[config.mk]
export PLATFORM = sky130hd
export DESIGN_NAME = ordered_list_engine_unit
export DESIGN_NICKNAME = d
export VERILOG_FILES = /design/src/design/olist_pkg.sv /design/src/design/olist_cell.sv /design/src/design/ordered_list_engine_unit.sv
export SDC_FILE = /design/constraint.sdc
export NUM_CORES = 2
export LEC_CHECK = 0
export BUFFER_PORTS_ARGS = -buffer_cell sky130_fd_sc_hd__buf_2
export CORE_MARGIN = 4
export CORE_UTILIZATION = 50
export DETAILED_ROUTE_END_ITERATION = 10
export GPL_ROUTABILITY_DRIVEN = 0
export PLACE_DENSITY = 0.74
export SLEW_MARGIN = 20
export SYNTH_ARGS = -nofsm -noshare
export SYNTH_HDL_FRONTEND = slang
export SYNTH_SLANG_ARGS = --single-unit
export TNS_END_PERCENT = 5
[constraint.sdc]
create_clock -name clk -period 4.9 [get_ports clk]
set_input_delay 0.245 -clock clk [delete_from_list [all_inputs] [get_ports clk]]
set_output_delay 0.245 -clock clk [all_outputs]
set_load 0.01 [all_outputs]
[src/design/olist_pkg.sv]
// ----------------------------------------------------------------------------
// Ordered list engine package
// Command, status and cell operation codes shared by the list cells and the
// top level.
// ----------------------------------------------------------------------------
package olist_pkg;

  localparam int CmdBits    = 2;
  localparam int PosBits    = 5;
  localparam int OutValBits = 32;
  localparam int LenBits    = 6;
  localparam int StatBits   = 2;

  typedef enum logic [CmdBits-1:0] {
    CMD_PUSH_FRONT = 2'd0,
    CMD_PUSH_BACK  = 2'd1,
    CMD_REMOVE     = 2'd2,
    CMD_READ       = 2'd3
  } cmd_t;

  typedef enum logic [StatBits-1:0] {
    ST_DONE  = 2'd0,
    ST_FULL  = 2'd1,
    ST_RANGE = 2'd2
  } status_t;

  typedef enum logic [1:0] {
    CELL_HOLD       = 2'd0,
    CELL_LOAD       = 2'd1,
    CELL_FROM_LOWER = 2'd2,
    CELL_FROM_UPPER = 2'd3
  } cell_op_t;

  typedef struct packed {
    logic     update;
    cell_op_t op;
  } cell_ctl_t;

endpackage

[src/design/olist_cell.sv]
// ----------------------------------------------------------------------------
// Ordered list cell
// Holds one list entry and takes a new value, its lower neighbor's value or
// its upper neighbor's value when the top level tells it to.
// ----------------------------------------------------------------------------
module olist_cell
  import olist_pkg::*;
#(
  parameter int VALUE_BITS = 32
) (
  input  logic                  clk,
  input  cell_ctl_t             ctl,
  input  logic [VALUE_BITS-1:0] load_val,
  input  logic [VALUE_BITS-1:0] lower_val,
  input  logic [VALUE_BITS-1:0] upper_val,
  output logic [VALUE_BITS-1:0] cell_val
);

  logic [VALUE_BITS-1:0] val_r;
  logic [VALUE_BITS-1:0] val_nxt;

  always_comb begin
    val_nxt = val_r;
    if (ctl.update) begin
      case (ctl.op)
        CELL_LOAD:       val_nxt = load_val;
        CELL_FROM_LOWER: val_nxt = lower_val;
        CELL_FROM_UPPER: val_nxt = upper_val;
        default:         val_nxt = val_r;
      endcase
    end
  end

  always_ff @(posedge clk) begin
    val_r <= val_nxt;
  end

  assign cell_val = val_r;

endmodule

[src/design/ordered_list_engine_unit.sv]
// ----------------------------------------------------------------------------
// Ordered list engine
// Bounded double-ended list of signed values held in a row of cells.
// ----------------------------------------------------------------------------
// Each input word carries a command (push front, push back, remove at a
// position, read at a position), a value and a position. Every command
// returns exactly one output word with the removed or read value, the list
// length after the command and a status (done, list full, position out of
// range). A failed command leaves the list unchanged.
// All cells shift in parallel, so a command completes in the cycle it is
// accepted and its result appears in the output register in the next cycle.
// Throughput is one word per cycle while the receiver takes results; the
// output register is the only stage, and a new word is taken whenever it is
// empty or being emptied in the same cycle.
// When the receiver stalls, the result holds and in_ready drops until it is
// taken. Reset empties the list and the output register; entry contents are
// not cleared, since only entries below the length are ever read.
// ----------------------------------------------------------------------------
module ordered_list_engine_unit
  import olist_pkg::*;
#(
  parameter int CAPACITY   = 32,
  parameter int VALUE_BITS = 32
) (
  input  logic                         clk,
  input  logic                         rst_n,
  input  logic                         in_valid,
  output logic                         in_ready,
  input  logic [CmdBits-1:0]           in_command,
  input  logic signed [31:0]           in_value,
  input  logic [PosBits-1:0]           in_position,
  output logic                         out_valid,
  input  logic                         out_ready,
  output logic signed [OutValBits-1:0] out_read_value,
  output logic [LenBits-1:0]           out_length,
  output logic [StatBits-1:0]          out_status
);

  localparam int CW = $clog2(CAPACITY + 1);
  localparam int IW = $clog2(CAPACITY);
  localparam int PW = (CW > PosBits) ? CW : PosBits;

  logic [CW-1:0]         count_r;
  logic [CW-1:0]         count_nxt;
  logic                  out_valid_r;
  logic [OutValBits-1:0] rd_val_r;
  logic [OutValBits-1:0] rd_val_nxt;
  logic [LenBits-1:0]    len_r;
  logic [StatBits-1:0]   stat_r;
  status_t               stat_nxt;

  logic                  accept;
  cmd_t                  cmd;
  logic [PW-1:0]         pos_x;
  logic [PW-1:0]         cnt_x;
  logic                  full;
  logic                  in_range;
  logic [63:0]           val_sx;
  logic [VALUE_BITS-1:0] push_val;
  logic [VALUE_BITS-1:0] sel_val;
  logic [63:0]           sel_ext;

  logic [VALUE_BITS-1:0] cell_vals [CAPACITY];

  assign accept   = in_valid && in_ready;
  assign in_ready = !out_valid_r || out_ready;
  assign cmd      = cmd_t'(in_command);
  assign pos_x    = PW'(in_position);
  assign cnt_x    = PW'(count_r);
  assign full     = (count_r == CW'(CAPACITY));
  assign in_range = (pos_x < cnt_x);
  assign val_sx   = {{32{in_value[31]}}, in_value};
  assign push_val = val_sx[VALUE_BITS-1:0];
  assign sel_val  = cell_vals[pos_x[IW-1:0]];
  assign sel_ext  = 64'(sel_val);

  for (genvar k = 0; k < CAPACITY; k++) begin : g_cell
    logic [VALUE_BITS-1:0] lower_val;
    logic [VALUE_BITS-1:0] upper_val;
    cell_ctl_t             cell_ctl;

    if (k == 0) begin : g_first
      assign lower_val = push_val;
    end else begin : g_lower
      assign lower_val = cell_vals[k-1];
    end

    if (k == CAPACITY - 1) begin : g_last
      assign upper_val = cell_vals[k];
    end else begin : g_upper
      assign upper_val = cell_vals[k+1];
    end

    always_comb begin
      cell_ctl.update = accept;
      cell_ctl.op     = CELL_HOLD;
      case (cmd)
        CMD_PUSH_FRONT: begin
          if (!full) begin
            cell_ctl.op = (k == 0) ? CELL_LOAD : CELL_FROM_LOWER;
          end
        end
        CMD_PUSH_BACK: begin
          if (!full && (PW'(k) == cnt_x)) begin
            cell_ctl.op = CELL_LOAD;
          end
        end
        CMD_REMOVE: begin
          if (in_range && (PW'(k) >= pos_x)) begin
            cell_ctl.op = CELL_FROM_UPPER;
          end
        end
        default: cell_ctl.op = CELL_HOLD;
      endcase
    end

    olist_cell #(
      .VALUE_BITS(VALUE_BITS)
    ) u_cell (
      .clk      (clk),
      .ctl      (cell_ctl),
      .load_val (push_val),
      .lower_val(lower_val),
      .upper_val(upper_val),
      .cell_val (cell_vals[k])
    );
  end

  always_comb begin
    count_nxt  = count_r;
    rd_val_nxt = '0;
    stat_nxt   = ST_DONE;
    case (cmd)
      CMD_PUSH_FRONT, CMD_PUSH_BACK: begin
        if (full) begin
          stat_nxt = ST_FULL;
        end else begin
          count_nxt = count_r + CW'(1);
        end
      end
      CMD_REMOVE: begin
        if (in_range) begin
          rd_val_nxt = sel_ext[OutValBits-1:0];
          count_nxt  = count_r - CW'(1);
        end else begin
          stat_nxt = ST_RANGE;
        end
      end
      default: begin
        if (in_range) begin
          rd_val_nxt = sel_ext[OutValBits-1:0];
        end else begin
          stat_nxt = ST_RANGE;
        end
      end
    endcase
  end

  always_ff @(posedge clk) begin
    if (!rst_n) begin
      count_r     <= '0;
      out_valid_r <= 1'b0;
    end else begin
      if (accept) begin
        count_r     <= count_nxt;
        out_valid_r <= 1'b1;
      end else if (out_ready) begin
        out_valid_r <= 1'b0;
      end
    end
  end

  always_ff @(posedge clk) begin
    if (accept) begin
      rd_val_r <= rd_val_nxt;
      len_r    <= LenBits'(count_nxt);
      stat_r   <= stat_nxt;
    end
  end

  assign out_valid      = out_valid_r;
  assign out_read_value = rd_val_r;
  assign out_length     = len_r;
  assign out_status     = stat_r;

endmodule

==> impl_results.md <==
- Antenna Violating Nets Remaining: 0
- Die Height: 344 microns
- Yosys warning count: 0
- Syn Inst Count: 4486
- Nets: 4425
- WP data arrival: 4.67 ns
- Final hold slack: 0.0430 ns
- First-pass GRT wire length: 300000 microns
- Post-DP HPWL: 121000 microns
- FP Rows: 122
- Drt drc: 0
- Least-Margin Pin Slew: 1.29 ns
- Clock transition at path regs: 0.07 ns
- FILL cells: 8890
- CTS H-tree lvls: 3
- Yosys reg bits: 1071
- WS Path Type: flop to flop
- Vias in the first global route: 44027
- Async S/R FF share, synth: 0
- Routed wire length: 209000 microns
- Design Power: 0.0232 W
- Sequential share of the synthesized area: 0.569
- FMAX: 0.232 GHz
- Synth Cell Area: 56400 sq um
- Clk buf depth: 3
- Initial antenna violation count: 15
- Root Driver: clkbuf_16
- FF-to-FF setup slack: 0.60 ns
- # setup viols final: 0
- CTS tree: built
- CP Capture Type: flop
- Starting DRT DRC Count: 9292
- Max IR drop VDD: 271 uV
- Startpoint class of the critical path: flop
- P_leak: 19.3 nW
- Hold Path Class: primary input to flop
- CTS Buf Count: 108
- Layout cells sized above 1: 0.171
- Minimum clock period after layout: 4.30 ns
- Distinct cells, synth: 75
- Outcome: finished, final reports clean
- Synth Flop Type: edfxtp_1
- PD cells: 374 nW/um^2
- Grt ovf: 0
- Crit path max fanout: 13
- Worst path required time: 5.27 ns
- DRT Pass-1 Iters: 10
- RSZ-0062 raised after global routing: false
- Maxcap violations: 0
- # IOs: 85
- Fin. max-slew vios: 0
- DR vias/cell: 7.84
- Final Hold Fails: 0
- GRT Overall Usage: 0.345
- Via count: 46777
- Pin count of the biggest net entering global routing: 166
- Routed len/inst: 35.1 microns
- Area grow syn2layout: 10.2%
- Synthesized net count: 4539
- EDFF count, synth: 1064
- Core Region: 111000 sq um
- Worst-skew pair later-pin latency: 0.70 ns
- Synth Area per Inst: 12.6 sq um
- Initial Util: 0.507
- Post-route clock period utilization: 0.878
- Die X: 344 microns
- PortBufs: 84
- Die area: 118000 sq um
- Sink Count: 1071
- Slew margin rel.: 0.134
- Setup TNS: 0 ns
- Worst Clk Skew: 0.0253 ns
where the power goes:
| group | internal [W] | switching (W) |
|---|---|---|
| registers | 0.0107 | 0.000305 |
| clock network | 0.00530 | 0.00376 |
| logic | 0.00105 | 0.00210 |
placed cells by master (no fill, tap or decap), types with 34 or more instances in the layout:
| cell type | synthesis | routed |
|---|---|---|
| mux2i_1 | 62 | 62 |
| clkbuf_16 | 0 | 111 |
| a21oi_1 | 559 | 536 |
| nand2_1 | 132 | 130 |
| edfxtp_1 | 1064 | 1064 |
| mux4_2 | 222 | 222 |
| buf_2 | 212 | 82 |
| nor3_1 | 47 | 47 |
| o21ai_0 | 416 | 415 |
| a22oi_1 | 412 | 412 |
| nor2_1 | 96 | 71 |
| buf_4 | 69 | 135 |
| a22o_1 | 54 | 54 |
| o22ai_1 | 540 | 540 |
| a221oi_1 | 54 | 54 |
| inv_1 | 35 | 34 |
cells in the mapped netlist (30+ instances only):
cell / instances / area share
a22oi_1: 412 / 0.055
a221oi_1: 54 / 0.0084
mux2i_1: 62 / 0.011
clkbuf_1: 160 / 0.011
nor2_1: 96 / 0.0064
buf_6: 30 / 0.0060
o21ai_0: 416 / 0.037
inv_1: 35 / 0.0023
edfxtp_1: 1064 / 0.57
buf_4: 69 / 0.0092
o22ai_1: 540 / 0.060
mux4_2: 222 / 0.089
nor3_1: 47 / 0.0042
nand2_1: 132 / 0.0088
a21oi_1: 559 / 0.050
a221o_1: 33 / 0.0059
buf_2: 212 / 0.019
a22o_1: 54 / 0.0084
worst paths after layout:
path                             startpoint                              to  cells past startpoint
max                                cnt_x[3]   g_cell[28].u_cell.cell_val[7]                     10
min reg2reg  g_cell[31].u_cell.cell_val[20]  g_cell[30].u_cell.cell_val[20]                      2
max reg2reg                        cnt_x[3]   g_cell[28].u_cell.cell_val[7]                     10
min                            in_value[30]  g_cell[20].u_cell.cell_val[30]                      2
what timing repair did:
action,4_1_cts,5_1_grt
resized for setup,0,0
hold buffers,31,0
hold endpoints to repair,36,0
setup buffers,0,0
per-stage QoR:
stage | utilization | cells | setup slack, ns | area [sq um]
after floorplan | - | 4486 | 0.389 | 56400
after global placement | 0.521 | 5719 | 0.887 | 58000
after detailed placement | 0.521 | 5719 | 0.787 | 58000
after CTS | 0.558 | 5954 | 0.738 | 62100
after global routing | 0.558 | 5958 | 0.478 | 62100
final | 0.559 | 5963 | 0.595 | 62200
state kept, by name, summed over array words and instances (netlist names):
register                flops
cnt_x                       6
out_status                  2
g_cell.u_cell.cell_val   1024
out_read_value             32
out_valid                   1
out_length                  6
critical path, stage by stage (launching register included):
cell      delay [ns]
dfxtp_1         0.62
clkinv_1        0.37
ha_1            0.41
a211oi_1        0.27
or3_4           0.21
o21a_1          0.44
buf_4           0.26
and3_2          0.21
a31oi_1         0.07
a21oi_4         0.70
buf_4           0.38
cells by family (layout without fill, tap and decap cells):
kind of cell / count (synthesis) / count (layout) / synth area share
flops: 1071 / 1071 / 0.569
fa+ha+maj: 10 / 10 / 0.00222
simple gates: 377 / 377 / 0.0321
compound gates: 2169 / 2169 / 0.239
mux: 327 / 327 / 0.108
xor+xnor: 4 / 4 / 0.000621
other cells: 0 / 9 / 0
buf+inv: 528 / 508 / 0.0484
cell type report:
class	count	area, sq um	share of cell area
clock buffers	125	2830	0.0455
multi-input cells	2887	22100	0.356
flip-flops and latches	1071	32100	0.516
clock inverters	79	983	0.0158
diodes	9	22.5	0.000362
inverters	37	139	0.00223
repair buffers	267	2100	0.0339
well taps	1488	1860	0.0300
per-layer routing:
layer | global-route usage | part of all wire | wire, microns
met5 | 0 | 0.00050 | 105
met4 | 0.184 | 0.068 | 14200
met3 | 0.138 | 0.19 | 40100
met2 | 0.486 | 0.41 | 86500
met1 | 0.458 | 0.33 | 68200
No activity file was read; power rests on OpenSTA's default activity.
